==> config.mk <==
export PLATFORM = sky130hd
export DESIGN_NAME = multilevel_feedback_queue_scheduler
export DESIGN_NICKNAME = d
export VERILOG_FILES = /design/src/mlfq_pkg.sv /design/src/mlfq_ram.sv /design/src/mlfq_ctrl.sv /design/src/multilevel_feedback_queue_scheduler.sv
export SDC_FILE = /design/constraint.sdc
export NUM_CORES = 2
export LEC_CHECK = 0
export ABC_AREA = 1
export BUFFER_PORTS_ARGS = -buffer_cell sky130_fd_sc_hd__buf_4
export CELL_PAD_IN_SITES_DETAIL_PLACEMENT = 0
export CELL_PAD_IN_SITES_GLOBAL_PLACEMENT = 1
export CORE_MARGIN = 2
export CORE_UTILIZATION = 45
export DETAILED_ROUTE_END_ITERATION = 7
export GPL_TIMING_DRIVEN = 0
export PLACE_DENSITY = 0.69
export SETUP_SLACK_MARGIN = 0.2
export SYNTH_ARGS = -nofsm -noshare
export SYNTH_HDL_FRONTEND = slang
export SYNTH_HIERARCHICAL = 1
export SYNTH_SLANG_ARGS = --single-unit
==> constraint.sdc <==
create_clock -name clk -period 5.54 [get_ports clk]
set_clock_uncertainty 0.1 [all_clocks]
set_input_delay 1.108 -clock clk [delete_from_list [all_inputs] [get_ports clk]]
set_output_delay 1.108 -clock clk [all_outputs]
set_load 0.02 [all_outputs]
==> src/mlfq_pkg.sv <==
package mlfq_pkg;

    localparam int ID_W        = 22;
    localparam int SLICE_W     = 24;
    localparam int STATUS_W    = 3;
    localparam int LEVEL_W     = 2;
    localparam int CFG_INDEX_W = 3;
    localparam int NUM_LEVELS  = 4;

    typedef logic [LEVEL_W-1:0]  level_t;
    typedef logic [STATUS_W-1:0] status_t;

    localparam status_t ST_ADMITTED   = 3'd0;
    localparam status_t ST_REFUSED    = 3'd1;
    localparam status_t ST_DISPATCHED = 3'd2;
    localparam status_t ST_DROPPED    = 3'd3;
    localparam status_t ST_IDLE       = 3'd4;

    localparam level_t LVL_REALTIME = 2'd0;
    localparam level_t LVL_ONE      = 2'd1;
    localparam level_t LVL_TWO      = 2'd2;
    localparam level_t LVL_THREE    = 2'd3;

    localparam logic CMD_ADMIT = 1'b0;
    localparam logic CMD_SLICE = 1'b1;

    localparam logic [CFG_INDEX_W-1:0] REG_SLICE_REALTIME    = 3'd0;
    localparam logic [CFG_INDEX_W-1:0] REG_SLICE_LEVEL_ONE   = 3'd1;
    localparam logic [CFG_INDEX_W-1:0] REG_SLICE_LEVEL_TWO   = 3'd2;
    localparam logic [CFG_INDEX_W-1:0] REG_SLICE_LEVEL_THREE = 3'd3;

    localparam logic [SLICE_W-1:0] SLICE_REALTIME_RESET    = 24'd2000000;
    localparam logic [SLICE_W-1:0] SLICE_LEVEL_ONE_RESET   = 24'd4000000;
    localparam logic [SLICE_W-1:0] SLICE_LEVEL_TWO_RESET   = 24'd8000000;
    localparam logic [SLICE_W-1:0] SLICE_LEVEL_THREE_RESET = 24'd16000000;

    // Decision taken for one item from the queue counts.
    typedef struct packed {
        status_t status;
        level_t  level;
        logic    pop;
        logic    push;
        level_t  push_level;
    } sched_dec_t;

endpackage

==> src/mlfq_ram.sv <==
module mlfq_ram #(
    parameter int WIDTH = 22,
    parameter int DEPTH = 16,
    localparam int AddrW = $clog2(DEPTH)
) (
    input  logic             clk,
    input  logic             we,
    input  logic [AddrW-1:0] waddr,
    input  logic [WIDTH-1:0] wdata,
    input  logic             re,
    input  logic [AddrW-1:0] raddr,
    output logic [WIDTH-1:0] rdata
);

    logic [WIDTH-1:0] mem [DEPTH];

    always_ff @(posedge clk)
    begin
        if (we)
        begin
            mem[waddr] <= wdata;
        end
        if (re)
        begin
            rdata <= mem[raddr];
        end
    end

endmodule

==> src/mlfq_ctrl.sv <==
module mlfq_ctrl import mlfq_pkg::*; #(
    parameter int QUEUE_DEPTH = 16,
    localparam int PtrW = $clog2(QUEUE_DEPTH)
) (
    input  logic            clk,
    input  logic            rst_n,
    input  logic            accept,
    input  logic            command,
    input  logic            realtime_class,
    input  logic            finished,
    output sched_dec_t      dec,
    output logic [PtrW-1:0] rd_addr,
    output logic [PtrW-1:0] wr_addr
);

    localparam int CntW = $clog2(QUEUE_DEPTH + 1);
    localparam int SumW = CntW + 1;
    localparam logic [SumW-1:0] DepthSum  = SumW'(QUEUE_DEPTH);
    localparam logic [CntW-1:0] DepthCnt  = CntW'(QUEUE_DEPTH);
    localparam logic [PtrW-1:0] LastPtr   = PtrW'(QUEUE_DEPTH - 1);

    logic [PtrW-1:0] head_reg  [NUM_LEVELS];
    logic [PtrW-1:0] head_next [NUM_LEVELS];
    logic [CntW-1:0] count_reg  [NUM_LEVELS];
    logic [CntW-1:0] count_next [NUM_LEVELS];
    logic [SumW-1:0] tail_sum [NUM_LEVELS];
    logic [PtrW-1:0] tail [NUM_LEVELS];
    logic [NUM_LEVELS-1:0] full;
    logic [NUM_LEVELS-1:0] occupied;
    level_t admit_level;
    level_t target_level;

    // The tail slot is the head plus the count, wrapped once.
    always_comb
    begin
        for (int i = 0; i < NUM_LEVELS; i++)
        begin
            tail_sum[i] = SumW'(head_reg[i]) + SumW'(count_reg[i]);
            if (tail_sum[i] >= DepthSum)
            begin
                tail[i] = PtrW'(tail_sum[i] - DepthSum);
            end
            else
            begin
                tail[i] = PtrW'(tail_sum[i]);
            end
            full[i]     = (count_reg[i] == DepthCnt);
            occupied[i] = (count_reg[i] != '0);
        end
    end

    always_comb
    begin
        dec          = '0;
        admit_level  = realtime_class ? LVL_REALTIME : LVL_ONE;
        target_level = LVL_REALTIME;
        if (command == CMD_ADMIT)
        begin
            if (full[admit_level])
            begin
                dec.status = ST_REFUSED;
            end
            else
            begin
                dec.status     = ST_ADMITTED;
                dec.push       = 1'b1;
                dec.push_level = admit_level;
            end
        end
        else
        begin
            dec.pop    = 1'b1;
            dec.status = ST_DISPATCHED;
            priority if (occupied[LVL_REALTIME])
            begin
                dec.level = LVL_REALTIME;
            end
            else if (occupied[LVL_ONE])
            begin
                dec.level = LVL_ONE;
            end
            else if (occupied[LVL_TWO])
            begin
                dec.level = LVL_TWO;
            end
            else if (occupied[LVL_THREE])
            begin
                dec.level = LVL_THREE;
            end
            else
            begin
                dec.pop    = 1'b0;
                dec.status = ST_IDLE;
            end

            unique case (dec.level)
                LVL_REALTIME: target_level = LVL_REALTIME;
                LVL_ONE:      target_level = LVL_TWO;
                default:      target_level = LVL_THREE;
            endcase

            // A task requeued onto its own level takes the slot its pop freed.
            if (dec.pop && !finished)
            begin
                if (target_level != dec.level && full[target_level])
                begin
                    dec.status = ST_DROPPED;
                end
                else
                begin
                    dec.push       = 1'b1;
                    dec.push_level = target_level;
                end
            end
        end
    end

    assign rd_addr = head_reg[dec.level];
    assign wr_addr = tail[dec.push_level];

    always_comb
    begin
        for (int i = 0; i < NUM_LEVELS; i++)
        begin
            head_next[i]  = head_reg[i];
            count_next[i] = count_reg[i];
            if (accept)
            begin
                if (dec.pop && dec.level == level_t'(i))
                begin
                    head_next[i] = (head_reg[i] == LastPtr) ? '0 : head_reg[i] + 1'b1;
                end
                if (dec.push && dec.push_level == level_t'(i)
                    && !(dec.pop && dec.level == level_t'(i)))
                begin
                    count_next[i] = count_reg[i] + 1'b1;
                end
                else if (dec.pop && dec.level == level_t'(i)
                         && !(dec.push && dec.push_level == level_t'(i)))
                begin
                    count_next[i] = count_reg[i] - 1'b1;
                end
            end
        end
    end

    always_ff @(posedge clk or negedge rst_n)
    begin
        if (!rst_n)
        begin
            for (int i = 0; i < NUM_LEVELS; i++)
            begin
                head_reg[i]  <= '0;
                count_reg[i] <= '0;
            end
        end
        else
        begin
            for (int i = 0; i < NUM_LEVELS; i++)
            begin
                head_reg[i]  <= head_next[i];
                count_reg[i] <= count_next[i];
            end
        end
    end

endmodule

==> src/multilevel_feedback_queue_scheduler.sv <==
// Channel   Direction  Handshake              Payload
// cmd       in         cmd_valid/cmd_ready    command, task_id, realtime_class, finished
// rsp       out        rsp_valid/rsp_ready    status, dispatched_id, dispatched_level,
//                                             slice_length
// cfg       in         cfg_valid/cfg_ready    cfg_index, cfg_data
//
// One command is accepted per cycle unless the result path stalls; its result fills the
// stage register and the queue RAM's registered popped-id read, then the output register.
// Reset empties all four queues at once through their counts; no clearing pass is run.
// A stalled result holds in the output register while one more item waits behind it.
// The configuration port is always ready and takes one write per cycle.
module multilevel_feedback_queue_scheduler import mlfq_pkg::*; #(
    parameter int QUEUE_DEPTH = 16
) (
    input  logic                   clk,
    input  logic                   rst_n,
    input  logic                   cmd_valid,
    output logic                   cmd_ready,
    input  logic                   command,
    input  logic [ID_W-1:0]        task_id,
    input  logic                   realtime_class,
    input  logic                   finished,
    output logic                   rsp_valid,
    input  logic                   rsp_ready,
    output logic [STATUS_W-1:0]    status,
    output logic [ID_W-1:0]        dispatched_id,
    output logic [LEVEL_W-1:0]     dispatched_level,
    output logic [SLICE_W-1:0]     slice_length,
    input  logic                   cfg_valid,
    output logic                   cfg_ready,
    input  logic [CFG_INDEX_W-1:0] cfg_index,
    input  logic [SLICE_W-1:0]     cfg_data
);

    localparam int PtrW = $clog2(QUEUE_DEPTH);

    logic [SLICE_W-1:0] slice_reg [NUM_LEVELS];

    sched_dec_t      dec;
    logic [PtrW-1:0] rd_addr;
    logic [PtrW-1:0] wr_addr;
    logic            accept;
    logic            stage_adv;
    logic            forward;
    logic [ID_W-1:0] ram_rdata [NUM_LEVELS];
    logic [ID_W-1:0] stage_id;
    logic [ID_W-1:0] stage_wdata;

    logic               stage_valid_reg;
    status_t            stage_status_reg;
    level_t             stage_level_reg;
    logic [SLICE_W-1:0] stage_slice_reg;
    logic               stage_pop_reg;
    logic               stage_push_reg;
    level_t             stage_push_level_reg;
    logic [PtrW-1:0]    stage_waddr_reg;
    logic               stage_admit_reg;
    logic [ID_W-1:0]    stage_admit_id_reg;
    logic               stage_fwd_reg;
    logic [ID_W-1:0]    stage_fwd_data_reg;

    logic               out_valid_reg;
    status_t            out_status_reg;
    logic [ID_W-1:0]    out_id_reg;
    level_t             out_level_reg;
    logic [SLICE_W-1:0] out_slice_reg;

    assign cfg_ready = 1'b1;
    assign stage_adv = !out_valid_reg || rsp_ready;
    assign cmd_ready = !stage_valid_reg || stage_adv;
    assign accept    = cmd_valid && cmd_ready;

    always_ff @(posedge clk or negedge rst_n)
    begin
        if (!rst_n)
        begin
            slice_reg[LVL_REALTIME] <= SLICE_REALTIME_RESET;
            slice_reg[LVL_ONE]      <= SLICE_LEVEL_ONE_RESET;
            slice_reg[LVL_TWO]      <= SLICE_LEVEL_TWO_RESET;
            slice_reg[LVL_THREE]    <= SLICE_LEVEL_THREE_RESET;
        end
        else if (cfg_valid)
        begin
            unique case (cfg_index)
                REG_SLICE_REALTIME:    slice_reg[LVL_REALTIME] <= cfg_data;
                REG_SLICE_LEVEL_ONE:   slice_reg[LVL_ONE]      <= cfg_data;
                REG_SLICE_LEVEL_TWO:   slice_reg[LVL_TWO]      <= cfg_data;
                REG_SLICE_LEVEL_THREE: slice_reg[LVL_THREE]    <= cfg_data;
                default:               ;
            endcase
        end
    end

    mlfq_ctrl #(
        .QUEUE_DEPTH(QUEUE_DEPTH)
    ) u_ctrl (
        .clk            (clk),
        .rst_n          (rst_n),
        .accept         (accept),
        .command        (command),
        .realtime_class (realtime_class),
        .finished       (finished),
        .dec            (dec),
        .rd_addr        (rd_addr),
        .wr_addr        (wr_addr)
    );

    // All queue writes are issued from the middle stage, so each RAM sees at most one.
    for (genvar g = 0; g < NUM_LEVELS; g++)
    begin : g_queue
        mlfq_ram #(
            .WIDTH(ID_W),
            .DEPTH(QUEUE_DEPTH)
        ) u_ram (
            .clk   (clk),
            .we    (stage_valid_reg && stage_adv && stage_push_reg
                    && stage_push_level_reg == level_t'(g)),
            .waddr (stage_waddr_reg),
            .wdata (stage_wdata),
            .re    (accept && dec.pop && dec.level == level_t'(g)),
            .raddr (rd_addr),
            .rdata (ram_rdata[g])
        );
    end

    // A head read that meets the write landing in the same slot takes the written id.
    assign forward = stage_valid_reg && stage_push_reg && dec.pop
                     && stage_push_level_reg == dec.level && stage_waddr_reg == rd_addr;

    assign stage_id    = stage_fwd_reg ? stage_fwd_data_reg : ram_rdata[stage_level_reg];
    assign stage_wdata = stage_admit_reg ? stage_admit_id_reg : stage_id;

    always_ff @(posedge clk or negedge rst_n)
    begin
        if (!rst_n)
        begin
            stage_valid_reg <= 1'b0;
            out_valid_reg   <= 1'b0;
        end
        else
        begin
            if (cmd_ready)
            begin
                stage_valid_reg <= cmd_valid;
            end
            if (stage_adv)
            begin
                out_valid_reg <= stage_valid_reg;
            end
        end
    end

    always_ff @(posedge clk)
    begin
        if (accept)
        begin
            stage_status_reg     <= dec.status;
            stage_level_reg      <= dec.level;
            stage_slice_reg      <= dec.pop ? slice_reg[dec.level] : '0;
            stage_pop_reg        <= dec.pop;
            stage_push_reg       <= dec.push;
            stage_push_level_reg <= dec.push_level;
            stage_waddr_reg      <= wr_addr;
            stage_admit_reg      <= dec.push && !dec.pop;
            stage_admit_id_reg   <= task_id;
            stage_fwd_reg        <= forward;
            stage_fwd_data_reg   <= stage_wdata;
        end
        if (stage_valid_reg && stage_adv)
        begin
            out_status_reg <= stage_status_reg;
            out_id_reg     <= stage_pop_reg ? stage_id : '0;
            out_level_reg  <= stage_level_reg;
            out_slice_reg  <= stage_slice_reg;
        end
    end

    assign rsp_valid        = out_valid_reg;
    assign status           = out_status_reg;
    assign dispatched_id    = out_id_reg;
    assign dispatched_level = out_level_reg;
    assign slice_length     = out_slice_reg;

endmodule

==> metrics.csv <==
stage;metric;value;unit
clock_network;cts_setup_buffers;0;
sta;fmax;0.208;GHz
clock_network;h-tree-depth;4;
finish;area_growth;14.8;%
global_route;antenna_found_initial;10;
global_route;grt_use_total;0.271;
synth;syn_area_per_cell;10.5;um2
finish;final_common_cell;nand2_1;
critical_path;endpoint_kind;flip-flop;
critical_path;cp_max_fo;10;
run;drv_cap;0;
synth;synth_fa_ha_area_frac;0.00774;
critical_path;crit_arrival;5.37;ns
floorplan;die-width;418;um
global_route;grt_overflow;0;
placed_design;port_buffers;108;
pwr;p_seq_frac;0.355;
synth;ys_warn_count;6;
sta;min_period_over_period;0.868;
critical_path;path_class;flip-flop to flip-flop;
detailed_routing;viasPerCell;5.20;
sta;fin_ws;0.733;ns
sta;rsz0062_at_grt;no;
clock_network;tritoncts;done;
floorplan;die_y;418;um
detailed_routing;vias;52800;
synth;synth-seq-area-share;0.677;
global_route;grt_pass1_vias;49700;
detailed_routing;firstDrtPassIters;6;
detailed_routing;wire_per_inst;23.4;um
clock_network;clk-insertion-delay-late;0.83;ns
synth;syn_area;77300;um2
floorplan;core-area;171000;um2
floorplan;initial_core_util;0.451;
synth;ys_top_cells_by_area;edfxtp_1 (63%), nand2_1 (11%), nand3_1 (8.0%);
finish;largest_reg_flops;1408;
sta;post-route-min-period;4.81;ns
clock_network;root_buffer;clkbuf_16;
synth;synth_nets;7492;
synth;synthArstFlopShare;0.0760;
pwr;cellPowerDensity;519;nW/um2
clock_network;hold_buffers;0;
finish;final_core_util;0.518;
global_route;grt_pass1_wl;342000;um
synth;synth_compound_area_frac;0.0124;
synth;synthMuxAreaShare;0;
floorplan;dieArea;175000;um2
pwr;p_leak;0.0379;uW
synth;synth_cells;7392;
sta;maxSlewViolCount;0;
sta;setup_viol;0;
floorplan;fp-row-count;152;
critical_path;worstPathRequired;6.10;ns
synth;ys_types;46;
global_route;grt_start_max_net_pins;89;
clock_network;clockBufferDepth;3;
finish;layout_common_cells;nand2_1 (2281), edfxtp_1 (1630), inv_1 (1257);
clock_network;post_cts_resized;0;
synth;ys.flop_type;edfxtp_1;
placed_design;gp_congestion;0.907;
pwr;clockPowerShare;0.266;
sta;final_hold_viol_count;0;
detailed_routing;routed_wirelength;237000;um
detailed_routing;postRouteAntennaNets;0;
synth;synth-edff-count;1630;
synth;ys_seq_elements;1764;
synth;synth_top_family_by_area;simple AND/OR/NAND/NOR gates;
floorplan;io-pin-count;111;
finish;final.fill_count;15300;
detailed_routing;drc;0;
pwr;p_int;27700;uW
synth;synth.largest_area_cell;edfxtp_1;
pwr;switching_share;0.398;
synth;synthXorXnorAreaFrac;0.00419;
pwr;power.switching;18300;uW
clock_network;numCtsBuffers;189;
placed_design;hpwl;157000;um
synth;post_synth_and_or_nand_nor_area_fraction;0.206;
critical_path;critPathLaunchType;flip-flop;
detailed_routing;drt_iter0_drc;5258;
clock_network;cts.clk_slew.worst_paths;0.06;ns
finish;num-nets-final;7857;
pwr;worst_ir_drop_vdd;0.000346;V
run_status;status;finished, final reports clean;
sta;worstMarginPinSlew;1.44;ns
pwr;power.share.combinational;0.379;
hold_path;worstHoldPathType;input port to asynchronous set/reset pin;
sta;slew_headroom;0.0420;
clock_network;clock_sinks;1764;
finish;layout-drive-gt1-share;0.112;
synth;synth_top_area_share;0.633;
placed_design;dp_slack;-0.115;ns
[through the flow]
stage | total power, uW | TNS [ns] | cell area (um2) | hold slack, ns | instances
final | 46000 | 0 | 88700 | 0.126 | 10100
after global routing | 48000 | 0 | 88700 | 0.141 | 10100
after global placement | 33500 | -4816.73 | 80900 | 0.304 | 9733
after detailed placement | 33800 | -0.499 | 82800 | 0.305 | 9797
after CTS | 46000 | 0 | 88700 | 0.0919 | 10100
after floorplan | 26300 | -11.95 | 77300 | 0.300 | 7392
[area by class of cell]
| cell class | instances | area, um2 | share of cell area |
|---|---|---|---|
| Tap cell | 2233 | 2790 | 0.0315 |
| Buffer | 350 | 2280 | 0.0257 |
| Clock buffer | 255 | 5190 | 0.0585 |
| Timing Repair Buffer | 174 | 2180 | 0.0246 |
| Clock inverter | 91 | 722 | 0.00814 |
| Antenna cell | 3 | 7.51 | 0.0000846 |
| Multi-Input combinational cell | 3999 | 18400 | 0.207 |
| Sequential cell | 1764 | 52300 | 0.590 |
| Inverter | 1279 | 4830 | 0.0545 |
[synth_stat cells, types with 28 or more instances]
master / instances
o21ai_1: 67
edfxtp_1: 1630
clkbuf_1: 57
buf_6: 76
buf_4: 53
o21ai_0: 40
nand3_1: 1234
buf_2: 129
nand2_1: 2303
nor2_1: 132
dfrtp_1: 106
ha_1: 35
buf_1: 32
inv_1: 1258
dfstp_2: 28
[metal layers]
layer  up-vias  track usage  part of all wire
met1     25700        0.367              0.41
li1      24800            -                 -
met3       395       0.0386             0.072
met2      1956        0.446              0.48
met5         -            0           0.00017
met4         6       0.0949             0.034
[critical path, stage by stage (launching register included)]
cell	delay [ns]
dfrtp_1	0.45
nor2_1	0.18
nand3b_1	0.18
nor2_2	0.30
inv_2	0.12
nand3_4	0.13
nor2_4	0.08
nand2_1	0.08
nand4_1	1.01
buf_4	0.59
inv_4	0.10
buf_4	0.23
buf_2	0.38
nand2_1	0.09
nand3_1	0.11
nand3_1	0.22
nand2_1	0.23
[logic make-up after synthesis]
logic type                 count (synthesis)
AOI/OAI and AO/OA                        170
xor gates and xnor gates                  37
adders and majority gates                 43
buffers and inverters                   1629
DFF                                     1764
other                                      1
and+or+nand+nor                         3748
[final timing paths]
path / slack (ns) / depth (start not counted) / end / startpoint
worst max-delay path: 0.73 / 16 / g_queue[1].u_ram/rdata[6] / u_ctrl/count_reg[0]
worst min-delay path: 0.13 / 1 / slice_reg[58] / rst_n
worst max register to register: 0.73 / 16 / g_queue[1].u_ram/rdata[6] / u_ctrl/count_reg[0]
worst min register to register: 0.32 / 0 / slice_length[7] / stage_slice_reg[7]
max in group asynchronous: 4.38 / 2 / u_ctrl/count_reg[12] / rst_n
min in group clk: 0.32 / 0 / slice_length[7] / stage_slice_reg[7]
[power groups by stage]
stage / logic [uW] / registers (uW) / clock network, uW
6_report: 17400 / 16300 / 12200
5_1_grt: 18700 / 16400 / 12900
4_1_cts: 17300 / 16300 / 12400
3_5_place_dp: 17200 / 16600 / 0
3_3_place_gp: 16800 / 16700 / 0
2_1_floorplan: 9870 / 16500 / 0
(Power assumes the default switching activity.)
